===== src/gnkr_pkg.sv =====
// Shared types, constants and key mapping for the gamepad navigation key repeater.
// Used by every module under src; depends on nothing.
package gnkr_pkg;

  // Configuration register indexes
  localparam logic [1:0] CFG_DEADZONE = 2'd0;
  localparam logic [1:0] CFG_FIRST_DELAY = 2'd1;
  localparam logic [1:0] CFG_INTERVAL = 2'd2;

  // Configuration reset values
  localparam logic [14:0] DEADZONE_RST = 15'd16000;
  localparam logic [15:0] FIRST_DELAY_RST = 16'd380;
  localparam logic [15:0] INTERVAL_RST = 16'd110;

  // Held direction codes
  localparam logic [2:0] DIR_NONE = 3'd0;
  localparam logic [2:0] DIR_LEFT = 3'd1;
  localparam logic [2:0] DIR_RIGHT = 3'd2;
  localparam logic [2:0] DIR_UP = 3'd3;
  localparam logic [2:0] DIR_DOWN = 3'd4;

  // Key codes
  localparam logic [3:0] KEY_ENTER = 4'd4;
  localparam logic [3:0] KEY_ESCAPE = 4'd5;
  localparam logic [3:0] KEY_PAGEUP = 4'd6;
  localparam logic [3:0] KEY_PAGEDOWN = 4'd7;
  localparam logic [3:0] KEY_FULLSCREEN = 4'd8;

  // Button bit positions
  localparam int BTN_DLEFT = 0;
  localparam int BTN_DRIGHT = 1;
  localparam int BTN_DUP = 2;
  localparam int BTN_DDOWN = 3;
  localparam int BTN_A = 4;
  localparam int BTN_B = 5;
  localparam int BTN_LSHOULDER = 6;
  localparam int BTN_RSHOULDER = 7;
  localparam int BTN_START = 8;
  localparam int BTN_BACK = 9;

  // Fire slots in emission order: slot 0 is the direction key
  localparam int NUM_SLOTS = 7;

  // Queue between front and back
  localparam int QDEPTH = 4;
  localparam int QPTR_W = $clog2(QDEPTH);
  localparam int QCNT_W = $clog2(QDEPTH + 1);

  typedef struct packed {
    logic        connected;
    logic        focused;
    logic [9:0]  buttons;
    logic signed [15:0] stick_x;
    logic signed [15:0] stick_y;
    logic [31:0] now_ms;
  } in_word_t;

  typedef struct packed {
    logic [3:0] key_code;
    logic       last_key;
  } out_word_t;

  // One classified sample: which keys fire and the direction key code
  typedef struct packed {
    logic [1:0]           dir_code;
    logic [NUM_SLOTS-1:0] fire;
  } q_word_t;

  typedef struct packed {
    logic full;
    logic empty;
  } q_stat_t;

  // Map a fire slot to its key code
  function automatic logic [3:0] slot_key(input logic [2:0] slot, input logic [1:0] dir_code);
    logic [3:0] k;
    unique case (slot)
      3'd0:    k = {2'b00, dir_code};
      3'd1:    k = KEY_ENTER;
      3'd2:    k = KEY_ESCAPE;
      3'd3:    k = KEY_PAGEUP;
      3'd4:    k = KEY_PAGEDOWN;
      3'd5:    k = KEY_FULLSCREEN;
      3'd6:    k = KEY_ESCAPE;
      default: k = KEY_ESCAPE;
    endcase
    return k;
  endfunction

endpackage


===== src/gnkr_front.sv =====
// Front end: holds configuration and repeat state, classifies each sample into a fire mask.
// Depends on gnkr_pkg.
module gnkr_front
  import gnkr_pkg::*;
(
  input  logic       clk,
  input  logic       rst_n,
  input  logic       cfg_wr,
  input  logic [1:0] cfg_index,
  input  logic [15:0] cfg_data,
  input  logic       accept,
  input  in_word_t   in_word,
  output logic       q_push,
  output q_word_t    q_wdata
);

  logic [14:0] deadzone_r;
  logic [15:0] first_delay_r;
  logic [15:0] interval_r;
  logic [9:0]  prev_btn_r, prev_btn_nxt;
  logic        base_valid_r, base_valid_nxt;
  logic [2:0]  held_dir_r, held_dir_nxt;
  logic [31:0] next_fire_r, next_fire_nxt;

  logic signed [16:0] sx, sy, dz_pos, dz_neg;
  logic [2:0]  dir;
  logic [31:0] since;
  logic        due, dir_fire;
  logic [9:0]  pressed;

  // Write configuration registers
  always_ff @(posedge clk) begin
    if (!rst_n) begin
      deadzone_r    <= DEADZONE_RST;
      first_delay_r <= FIRST_DELAY_RST;
      interval_r    <= INTERVAL_RST;
    end else if (cfg_wr) begin
      unique case (cfg_index)
        CFG_DEADZONE:    deadzone_r    <= cfg_data[14:0];
        CFG_FIRST_DELAY: first_delay_r <= cfg_data;
        CFG_INTERVAL:    interval_r    <= cfg_data;
        default:         ;
      endcase
    end
  end

  // Resolve direction with priority left, right, up, down
  always_comb begin
    sx     = {in_word.stick_x[15], in_word.stick_x};
    sy     = {in_word.stick_y[15], in_word.stick_y};
    dz_pos = signed'({2'b00, deadzone_r});
    dz_neg = -dz_pos;
    priority if (in_word.buttons[BTN_DLEFT] || (sx < dz_neg)) dir = DIR_LEFT;
    else if (in_word.buttons[BTN_DRIGHT] || (sx > dz_pos))    dir = DIR_RIGHT;
    else if (in_word.buttons[BTN_DUP] || (sy > dz_pos))       dir = DIR_UP;
    else if (in_word.buttons[BTN_DDOWN] || (sy < dz_neg))     dir = DIR_DOWN;
    else                                                     dir = DIR_NONE;
  end

  // Classify the sample and advance repeat state
  always_comb begin
    since          = in_word.now_ms - next_fire_r;
    due            = ~since[31];
    dir_fire       = 1'b0;
    prev_btn_nxt   = prev_btn_r;
    base_valid_nxt = base_valid_r;
    held_dir_nxt   = held_dir_r;
    next_fire_nxt  = next_fire_r;
    pressed        = '0;
    if (!in_word.connected) begin
      prev_btn_nxt   = '0;
      base_valid_nxt = 1'b0;
      held_dir_nxt   = DIR_NONE;
    end else if (!in_word.focused) begin
      prev_btn_nxt   = in_word.buttons;
      base_valid_nxt = 1'b0;
      held_dir_nxt   = DIR_NONE;
    end else begin
      if (dir == DIR_NONE) begin
        held_dir_nxt = DIR_NONE;
      end else if (dir != held_dir_r) begin
        dir_fire      = 1'b1;
        held_dir_nxt  = dir;
        next_fire_nxt = in_word.now_ms + {16'd0, first_delay_r};
      end else if (due) begin
        dir_fire      = 1'b1;
        next_fire_nxt = in_word.now_ms + {16'd0, interval_r};
      end
      if (base_valid_r) pressed = in_word.buttons & ~prev_btn_r;
      base_valid_nxt = 1'b1;
      prev_btn_nxt   = in_word.buttons;
    end
  end

  // Pack the fire mask in emission order
  always_comb begin
    q_wdata.dir_code = 2'(dir - 3'd1);
    q_wdata.fire     = {pressed[BTN_BACK], pressed[BTN_START], pressed[BTN_RSHOULDER],
                        pressed[BTN_LSHOULDER], pressed[BTN_B], pressed[BTN_A], dir_fire};
    q_push           = accept && (q_wdata.fire != '0);
  end

  // Hold repeat state between samples
  always_ff @(posedge clk) begin
    if (!rst_n) begin
      prev_btn_r   <= '0;
      base_valid_r <= 1'b0;
      held_dir_r   <= DIR_NONE;
      next_fire_r  <= '0;
    end else if (accept) begin
      prev_btn_r   <= prev_btn_nxt;
      base_valid_r <= base_valid_nxt;
      held_dir_r   <= held_dir_nxt;
      next_fire_r  <= next_fire_nxt;
    end
  end

  // Held direction only changes to the direction just resolved or to none
  a_held_dir: assert property (@(posedge clk) disable iff (!rst_n)
    accept |=> (held_dir_r == DIR_NONE) || (held_dir_r == $past(dir)))
    else $error("held direction took an unresolved value");

  // Without a valid baseline no button key is queued
  a_no_edge: assert property (@(posedge clk) disable iff (!rst_n)
    (q_push && !base_valid_r) |-> (q_wdata.fire[NUM_SLOTS-1:1] == '0))
    else $error("button key queued without baseline");

  // A disconnected or unfocused sample queues nothing
  a_silent: assert property (@(posedge clk) disable iff (!rst_n)
    (accept && !(in_word.connected && in_word.focused)) |-> !q_push)
    else $error("key queued for silent sample");

endmodule


===== src/gnkr_queue.sv =====
// Short queue of classified samples between front and back.
// Depends on gnkr_pkg.
module gnkr_queue
  import gnkr_pkg::*;
(
  input  logic    clk,
  input  logic    rst_n,
  input  logic    push,
  input  q_word_t wdata,
  input  logic    pop,
  output q_word_t rdata,
  output q_stat_t stat
);

  q_word_t            mem_r [QDEPTH];
  logic [QPTR_W-1:0]  wr_ptr_r, rd_ptr_r;
  logic [QCNT_W-1:0]  count_r;

  assign stat.full  = (count_r == QCNT_W'(QDEPTH));
  assign stat.empty = (count_r == '0);
  assign rdata      = mem_r[rd_ptr_r];

  // Store pushed words
  always_ff @(posedge clk) begin
    if (push) mem_r[wr_ptr_r] <= wdata;
  end

  // Advance pointers and occupancy
  always_ff @(posedge clk) begin
    if (!rst_n) begin
      wr_ptr_r <= '0;
      rd_ptr_r <= '0;
      count_r  <= '0;
    end else begin
      if (push) wr_ptr_r <= wr_ptr_r + 1'b1;
      if (pop)  rd_ptr_r <= rd_ptr_r + 1'b1;
      unique case ({push, pop})
        2'b10:   count_r <= count_r + 1'b1;
        2'b01:   count_r <= count_r - 1'b1;
        default: count_r <= count_r;
      endcase
    end
  end

  a_no_overflow: assert property (@(posedge clk) disable iff (!rst_n)
    push |-> !stat.full)
    else $error("push into full queue");

  a_no_underflow: assert property (@(posedge clk) disable iff (!rst_n)
    pop |-> !stat.empty)
    else $error("pop from empty queue");

  a_count_bound: assert property (@(posedge clk) disable iff (!rst_n)
    count_r <= QCNT_W'(QDEPTH))
    else $error("queue count out of range");

endmodule


===== src/gnkr_back.sv =====
// Back end: takes fire masks from the queue and emits one key word per cycle
// while the output is free and a mask is loaded. Depends on gnkr_pkg.
module gnkr_back
  import gnkr_pkg::*;
(
  input  logic      clk,
  input  logic      rst_n,
  input  q_word_t   q_rdata,
  input  q_stat_t   q_stat,
  output logic      q_pop,
  input  logic      out_pop,
  output logic      out_empty,
  output out_word_t out_word
);

  logic [NUM_SLOTS-1:0] work_r, work_nxt;
  logic [1:0]           dcode_r;
  logic                 out_valid_r;
  out_word_t            out_r;

  logic [NUM_SLOTS-1:0] pick;
  logic [2:0]           slot;
  logic                 out_free, emit;

  assign out_free  = !out_valid_r || out_pop;
  assign emit      = out_free && (work_r != '0);
  assign q_pop     = (work_r == '0) && !q_stat.empty;
  assign out_empty = !out_valid_r;
  assign out_word  = out_r;

  // Select the lowest pending slot
  always_comb begin
    pick = '0;
    slot = '0;
    for (int i = NUM_SLOTS - 1; i >= 0; i--) begin
      if (work_r[i]) begin
        pick = '0;
        pick[i] = 1'b1;
        slot = 3'(i);
      end
    end
  end

  // Load a new mask or drop the emitted slot
  always_comb begin
    work_nxt = work_r;
    if (q_pop)     work_nxt = q_rdata.fire;
    else if (emit) work_nxt = work_r & ~pick;
  end

  always_ff @(posedge clk) begin
    if (!rst_n) begin
      work_r <= '0;
    end else begin
      work_r <= work_nxt;
    end
  end

  always_ff @(posedge clk) begin
    if (q_pop) dcode_r <= q_rdata.dir_code;
  end

  // Fill the output register
  always_ff @(posedge clk) begin
    if (!rst_n) begin
      out_valid_r <= 1'b0;
    end else if (out_free) begin
      out_valid_r <= emit;
    end
  end

  always_ff @(posedge clk) begin
    if (emit) begin
      out_r.key_code <= slot_key(slot, dcode_r);
      out_r.last_key <= ((work_r & ~pick) == '0);
    end
  end

  // Last marker goes out exactly when the mask runs dry
  a_last_done: assert property (@(posedge clk) disable iff (!rst_n)
    emit |=> (out_r.last_key == (work_r == '0)))
    else $error("last marker out of step with pending mask");

  a_pop_idle: assert property (@(posedge clk) disable iff (!rst_n)
    q_pop |-> !emit)
    else $error("queue popped while mask pending");

  a_code_range: assert property (@(posedge clk) disable iff (!rst_n)
    out_valid_r |-> (out_r.key_code <= KEY_FULLSCREEN))
    else $error("key code out of range");

endmodule


===== src/gamepad_nav_key_repeater_top.sv =====
// Top level of the gamepad navigation key repeater: front, queue and back end.
// Depends on gnkr_pkg, gnkr_front, gnkr_queue and gnkr_back.
//
// Usage:
//   Input channel: drive in_word and raise in_push; a sample is taken at an edge where
//   in_push is high and in_full is low. Each sample is classified in the cycle it is taken.
//   Result channel: while out_empty is low, out_word holds the oldest key word; raise
//   out_pop to take it. The final key of a sample carries last_key; a sample that fires
//   nothing produces no word at all.
//   Configuration: cfg_ready is always high; write cfg_index/cfg_data with cfg_valid only
//   while the block is idle. Index 0 deadzone, 1 first repeat delay, 2 repeat interval;
//   index 3 is ignored.
// Timing:
//   Keys pass through the queue and the back end's mask and output registers. The back end
//   loads a new mask only once the last is spent, emitting nothing then, and otherwise one
//   key per cycle while its output is free. Samples that fire nothing pass at one per cycle
//   while in_full is low. A four-entry queue absorbs bursts; in_full rises when it fills,
//   because samples bring keys faster than the back end drains them or out_pop stays low.
// Reset: synchronous, active low; restores the register defaults, clears the button
//   baseline, held direction and repeat time, and empties the queue and output.
module gamepad_nav_key_repeater_top
  import gnkr_pkg::*;
(
  input  logic       clk,
  input  logic       rst_n,
  input  logic       in_push,
  output logic       in_full,
  input  in_word_t   in_word,
  output logic       out_empty,
  input  logic       out_pop,
  output out_word_t  out_word,
  input  logic       cfg_valid,
  output logic       cfg_ready,
  input  logic [1:0] cfg_index,
  input  logic [15:0] cfg_data
);

  logic    accept, q_push, q_pop;
  q_word_t q_wdata, q_rdata;
  q_stat_t q_stat;

  assign cfg_ready = 1'b1;
  assign in_full   = q_stat.full;
  assign accept    = in_push && !q_stat.full;

  gnkr_front u_front (
    .clk       (clk),
    .rst_n     (rst_n),
    .cfg_wr    (cfg_valid && cfg_ready),
    .cfg_index (cfg_index),
    .cfg_data  (cfg_data),
    .accept    (accept),
    .in_word   (in_word),
    .q_push    (q_push),
    .q_wdata   (q_wdata)
  );

  gnkr_queue u_queue (
    .clk   (clk),
    .rst_n (rst_n),
    .push  (q_push),
    .wdata (q_wdata),
    .pop   (q_pop),
    .rdata (q_rdata),
    .stat  (q_stat)
  );

  gnkr_back u_back (
    .clk       (clk),
    .rst_n     (rst_n),
    .q_rdata   (q_rdata),
    .q_stat    (q_stat),
    .q_pop     (q_pop),
    .out_pop   (out_pop),
    .out_empty (out_empty),
    .out_word  (out_word)
  );

endmodule

===== config.mk =====
export PLATFORM = sky130hd
export DESIGN_NAME = gamepad_nav_key_repeater_top
export DESIGN_NICKNAME = d
export VERILOG_FILES = /design/src/gnkr_pkg.sv /design/src/gnkr_front.sv /design/src/gnkr_queue.sv /design/src/gnkr_back.sv /design/src/gamepad_nav_key_repeater_top.sv
export SDC_FILE = /design/constraint.sdc
export NUM_CORES = 1
export LEC_CHECK = 0
export BUFFER_PORTS_ARGS = -buffer_cell sky130_fd_sc_hd__buf_2
export CAP_MARGIN = 20
export CORE_UTILIZATION = 40
export CTS_CLUSTER_SIZE = 8
export DETAILED_ROUTE_END_ITERATION = 6
export PLACE_DENSITY = 0.6
export SETUP_SLACK_MARGIN = 0.3
export SYNTH_ARGS = -nofsm -noshare
export SYNTH_HDL_FRONTEND = slang
export SYNTH_SLANG_ARGS = --single-unit

===== constraint.sdc =====
create_clock -name clk -period 14.4 [get_ports clk]
set_input_delay 0.72 -clock clk [delete_from_list [all_inputs] [get_ports clk]]
set_output_delay 0.72 -clock clk [all_outputs]
set_load 0.03 [all_outputs]

==> run_summary.xml <==
<?xml version="1.0" encoding="UTF-8"?>
<metrics>
  <group name="run_status">
    <metric name="result_of_the_run" unit="">finished, final reports clean</metric>
  </group>
  <group name="detailed_routing">
    <metric name="ant_nets" unit="">0</metric>
    <metric name="detail_route.vias_per_cell" unit="">5.35</metric>
    <metric name="avgRoutedWirePerCell" unit="um">15.8</metric>
    <metric name="detail_route.wirelength" unit="mm">23.5</metric>
    <metric name="post-route-drc-count" unit="">0</metric>
    <metric name="via_count" unit="">7940</metric>
    <metric name="drtIter0Drc" unit="">351</metric>
    <metric name="detail_route.first_pass.iterations" unit="">5</metric>
  </group>
  <group name="synth">
    <metric name="synth_top_area_share" unit="%">21.8</metric>
    <metric name="postSynthNetCount" unit="">1275</metric>
    <metric name="synth.top_cells.by_area" unit="">sky130_fd_sc_hd__dfxtp_1, sky130_fd_sc_hd__ha_1, sky130_fd_sc_hd__edfxtp_1, sky130_fd_sc_hd__nand2_1, sky130_fd_sc_hd__a21oi_1</metric>
    <metric name="synthFlopType" unit="">sky130_fd_sc_hd__dfxtp_1</metric>
    <metric name="synth-warning-count" unit="">0</metric>
    <metric name="seq_area_frac_synth" unit="%">35.1</metric>
    <metric name="netlist-cell-type-count" unit="">78</metric>
    <metric name="ys_async_sr_fraction" unit="%">0</metric>
    <metric name="post_synth_edffs" unit="">43</metric>
    <metric name="post-synth-top-count-cell" unit="">sky130_fd_sc_hd__nand2_1</metric>
    <metric name="synth_cells" unit="">1063</metric>
    <metric name="yosys_register_bits" unit="">149</metric>
    <metric name="syn_avg_cell_area" unit="um2">9.15</metric>
    <metric name="synthTopCellsByCount" unit="">sky130_fd_sc_hd__nand2_1, sky130_fd_sc_hd__ha_1, sky130_fd_sc_hd__dfxtp_1</metric>
    <metric name="synth_area" unit="um2">9730</metric>
    <metric name="synth_area_leader_cell" unit="">sky130_fd_sc_hd__dfxtp_1</metric>
  </group>
  <group name="critical_path">
    <metric name="worstSetupEndpointType" unit="">register</metric>
    <metric name="critical_path_arrival" unit="ns">7.71</metric>
    <metric name="required" unit="ns">14.69</metric>
    <metric name="r2r.worst_path.cells" unit="">24</metric>
    <metric name="worst_setup_path_type" unit="">register to register</metric>
    <metric name="timing.critical_path.from_type" unit="">register</metric>
    <metric name="crit_fanout" unit="">17</metric>
  </group>
  <group name="cells_and_area">
    <metric name="finish.net_count" unit="">1362</metric>
    <metric name="syn_to_final_growth" unit="%">14.2</metric>
    <metric name="drive_above_1_share" unit="%">17.8</metric>
  </group>
  <group name="pwr">
    <metric name="power_leakage" unit="nW">4.42</metric>
    <metric name="intPower" unit="uW">887</metric>
    <metric name="power_frac_seq" unit="%">38.5</metric>
    <metric name="ir_worst_vdd" unit="uV">101</metric>
    <metric name="fin_total_pwr" unit="mW">1.35</metric>
    <metric name="power.share.combinational" unit="%">28.4</metric>
    <metric name="power_density" unit="nW/um2">121</metric>
    <metric name="power.switching" unit="uW">462</metric>
    <metric name="switching_share" unit="%">34.3</metric>
    <metric name="power.share.clock" unit="%">33.1</metric>
  </group>
  <group name="grt">
    <metric name="grt.total_usage" unit="%">19.8</metric>
    <metric name="antenna_violations_before_repair" unit="">1</metric>
    <metric name="first_global_vias" unit="">7631</metric>
    <metric name="grt-ovfl-total" unit="">0</metric>
    <metric name="grt_max_degree" unit="">59</metric>
    <metric name="grt_pass1_wl" unit="mm">38.7</metric>
  </group>
  <group name="min_path">
    <metric name="hp-class" unit="">register to register</metric>
    <metric name="worst_hold_path.num_cells" unit="">2</metric>
  </group>
  <group name="clock_network">
    <metric name="clk_path_buf_depth" unit="">2</metric>
    <metric name="clock_transition_time_at_the_flip_flop_clock_pins_of_the_worst_setup_and_hold_paths" unit="ns">0.06</metric>
    <metric name="cts_tree" unit="">built</metric>
    <metric name="cts_hold_buffers" unit="">0</metric>
    <metric name="worst_skew_pair.late_latency" unit="ns">0.43</metric>
    <metric name="numClockSinks" unit="">149</metric>
    <metric name="htree_num_levels" unit="">4</metric>
    <metric name="ctsRootBufferMaster" unit="">sky130_fd_sc_hd__clkbuf_16</metric>
    <metric name="cts_repair_resize_count" unit="">0</metric>
    <metric name="cts_inserted_buffers" unit="">17</metric>
    <metric name="number_of_setup_buffers_added_after_cts" unit="">0</metric>
  </group>
  <group name="place">
    <metric name="place.port_buffers" unit="">105</metric>
    <metric name="gp_routability_congestion" unit="">0.885</metric>
    <metric name="dpl.hpwl" unit="mm">17.6</metric>
  </group>
  <group name="timing">
    <metric name="slew-limit-headroom" unit="%">32.6</metric>
    <metric name="final-max-slew-violation-count" unit="">0</metric>
    <metric name="total_negative_setup_slack" unit="ns">0</metric>
    <metric name="post-route-min-period" unit="ns">7.42</metric>
    <metric name="timing.final.hold_violations" unit="">0</metric>
    <metric name="setup_viol_count_final" unit="">0</metric>
    <metric name="fmax" unit="MHz">135</metric>
    <metric name="grt_setup_unrepaired" unit="">false</metric>
    <metric name="fin_skew" unit="ns">0.0145</metric>
    <metric name="worst_slew_pin_slew" unit="ns">1.01</metric>
    <metric name="min_period_over_period" unit="%">51.6</metric>
  </group>
  <group name="floorplanning">
    <metric name="start_util" unit="%">41.1</metric>
    <metric name="placement_rows" unit="">56</metric>
    <metric name="fp.dieH" unit="um">158</metric>
    <metric name="die_area" unit="um2">25000</metric>
    <metric name="fp.coreArea" unit="um2">23700</metric>
    <metric name="io_pins" unit="">107</metric>
    <metric name="die_x" unit="um">158</metric>
  </group>
  <group name="run">
    <metric name="max_cap_viol" unit="">0</metric>
  </group>
</metrics>
final cells by class:
type	instances	area [um2]
Multi-Input combinational cell	802	5870
Antenna cell	1	2.50
Sequential cell	149	3410
Clock buffer	18	429
Fill cell	2358	12600
Timing Repair Buffer	111	574
Inverter	69	259
Tap cell	319	399
Clock inverter	14	163
layer usage:
layer | GRT usage (%) | routed length (um) | vias to the layer above
li1 | - | - | 4037
met1 | 27.5 | 11700 | 3688
met2 | 31.5 | 10400 | 196
met3 | 3.20 | 1110 | 19
met4 | 5.68 | 264 | 0
met5 | 0 | 0 | -
power by group through the flow:
stage	sequential [mW]	combinational, mW	clock, mW
2_1_floorplan	0.527	0.286	0
3_3_place_gp	0.529	0.379	0
3_5_place_dp	0.529	0.381	0
4_1_cts	0.520	0.384	0.454
5_1_grt	0.527	0.431	0.471
6_report	0.520	0.383	0.446
cells by family (layout without fill, tap and decap cells):
group / Yosys count / count (layout) / synth area share (%)
other: 1 / 2 / 0.0385
flip-flops: 149 / 149 / 35.1
multiplexers: 40 / 40 / 5.49
XOR/XNOR: 47 / 47 / 4.51
buffers and inverters: 112 / 212 / 4.63
AO/OA/AOI/OAI: 241 / 241 / 17.2
AND/OR/NAND/NOR: 357 / 357 / 18.0
adder cells (fa/ha/maj): 116 / 116 / 15.0
placed cells by master (no fill, tap or decap), types with 15 or more instances in the layout:
cell type,n
sky130_fd_sc_hd__nand2_1,159
sky130_fd_sc_hd__nor2_1,42
sky130_fd_sc_hd__nand4_1,27
sky130_fd_sc_hd__a21oi_1,90
sky130_fd_sc_hd__dfxtp_1,106
sky130_fd_sc_hd__nor2b_1,16
sky130_fd_sc_hd__xor2_1,15
sky130_fd_sc_hd__mux2_2,17
sky130_fd_sc_hd__xnor2_1,30
sky130_fd_sc_hd__nand3_1,31
sky130_fd_sc_hd__ha_1,111
sky130_fd_sc_hd__buf_2,105
sky130_fd_sc_hd__clkbuf_16,17
sky130_fd_sc_hd__o21ai_0,32
sky130_fd_sc_hd__edfxtp_1,43
sky130_fd_sc_hd__inv_1,68
critical path, cell delays in order (launching register included):
cell	delay [ns]
sky130_fd_sc_hd__dfxtp_1	0.33
sky130_fd_sc_hd__inv_1	0.11
sky130_fd_sc_hd__ha_1	0.21
sky130_fd_sc_hd__or4b_1	0.62
sky130_fd_sc_hd__nor3_1	0.31
sky130_fd_sc_hd__nand3_1	0.14
sky130_fd_sc_hd__xnor2_1	0.18
sky130_fd_sc_hd__ha_1	0.31
sky130_fd_sc_hd__nand4_1	0.11
sky130_fd_sc_hd__or2_2	0.30
sky130_fd_sc_hd__a2111oi_0	0.50
sky130_fd_sc_hd__o41ai_1	0.15
sky130_fd_sc_hd__nand4_1	0.19
sky130_fd_sc_hd__nor3_2	0.11
sky130_fd_sc_hd__nor2_2	0.68
sky130_fd_sc_hd__mux2_2	0.42
sky130_fd_sc_hd__ha_1	0.33
sky130_fd_sc_hd__a2111oi_0	0.70
sky130_fd_sc_hd__a22oi_1	0.24
sky130_fd_sc_hd__and3_1	0.26
sky130_fd_sc_hd__o2111ai_1	0.23
sky130_fd_sc_hd__a31oi_1	0.35
sky130_fd_sc_hd__nand4_1	0.23
sky130_fd_sc_hd__xor2_1	0.19
sky130_fd_sc_hd__a211oi_2	0.08
sequential cells by signal (all words and copies together) (netlist names), named ones only:
name / count
u_queue.mem_r: 36
u_front.next_fire_r: 32
u_front.first_delay_r: 16
u_front.interval_r: 16
u_front.deadzone_r: 15
u_back.work_r: 7
u_front.prev_btn_r: 6
u_back.out_word: 5
u_front.held_dir_r: 3
u_queue.count_r: 3
u_back.dcode_r: 2
u_queue.rd_ptr_r: 2
u_queue.wr_ptr_r: 2
u_back.out_valid_r: 1
u_front.base_valid_r: 1
final timing paths:
| path | start | slack, ns | to |
|---|---|---|---|
| max | u_front.deadzone_r[1] | 6.98 | u_front.next_fire_r[30] |
| min | u_front.prev_btn_r[9] | 0.45 | u_front.prev_btn_r[9] |
| max reg2reg | u_front.deadzone_r[1] | 6.98 | u_front.next_fire_r[30] |
| min reg2reg | u_front.prev_btn_r[9] | 0.45 | u_front.prev_btn_r[9] |
through the flow:
stage | std cells | hold slack (ns) | setup WS (ns) | util, % | instance area [um2]
5_1_grt | 1483 | 0.472 | 6.30 | 46.9 | 11100
3_5_place_dp | 1449 | 0.445 | 6.98 | 44.4 | 10500
3_3_place_gp | 1449 | 0.437 | 7.15 | 44.4 | 10500
4_1_cts | 1481 | 0.454 | 6.97 | 46.9 | 11100
6_report | 1483 | 0.452 | 6.98 | 46.9 | 11100
2_1_floorplan | 1063 | 0.432 | 8.07 | - | 9730
Note: power is estimated with default switching activity, not from simulation.
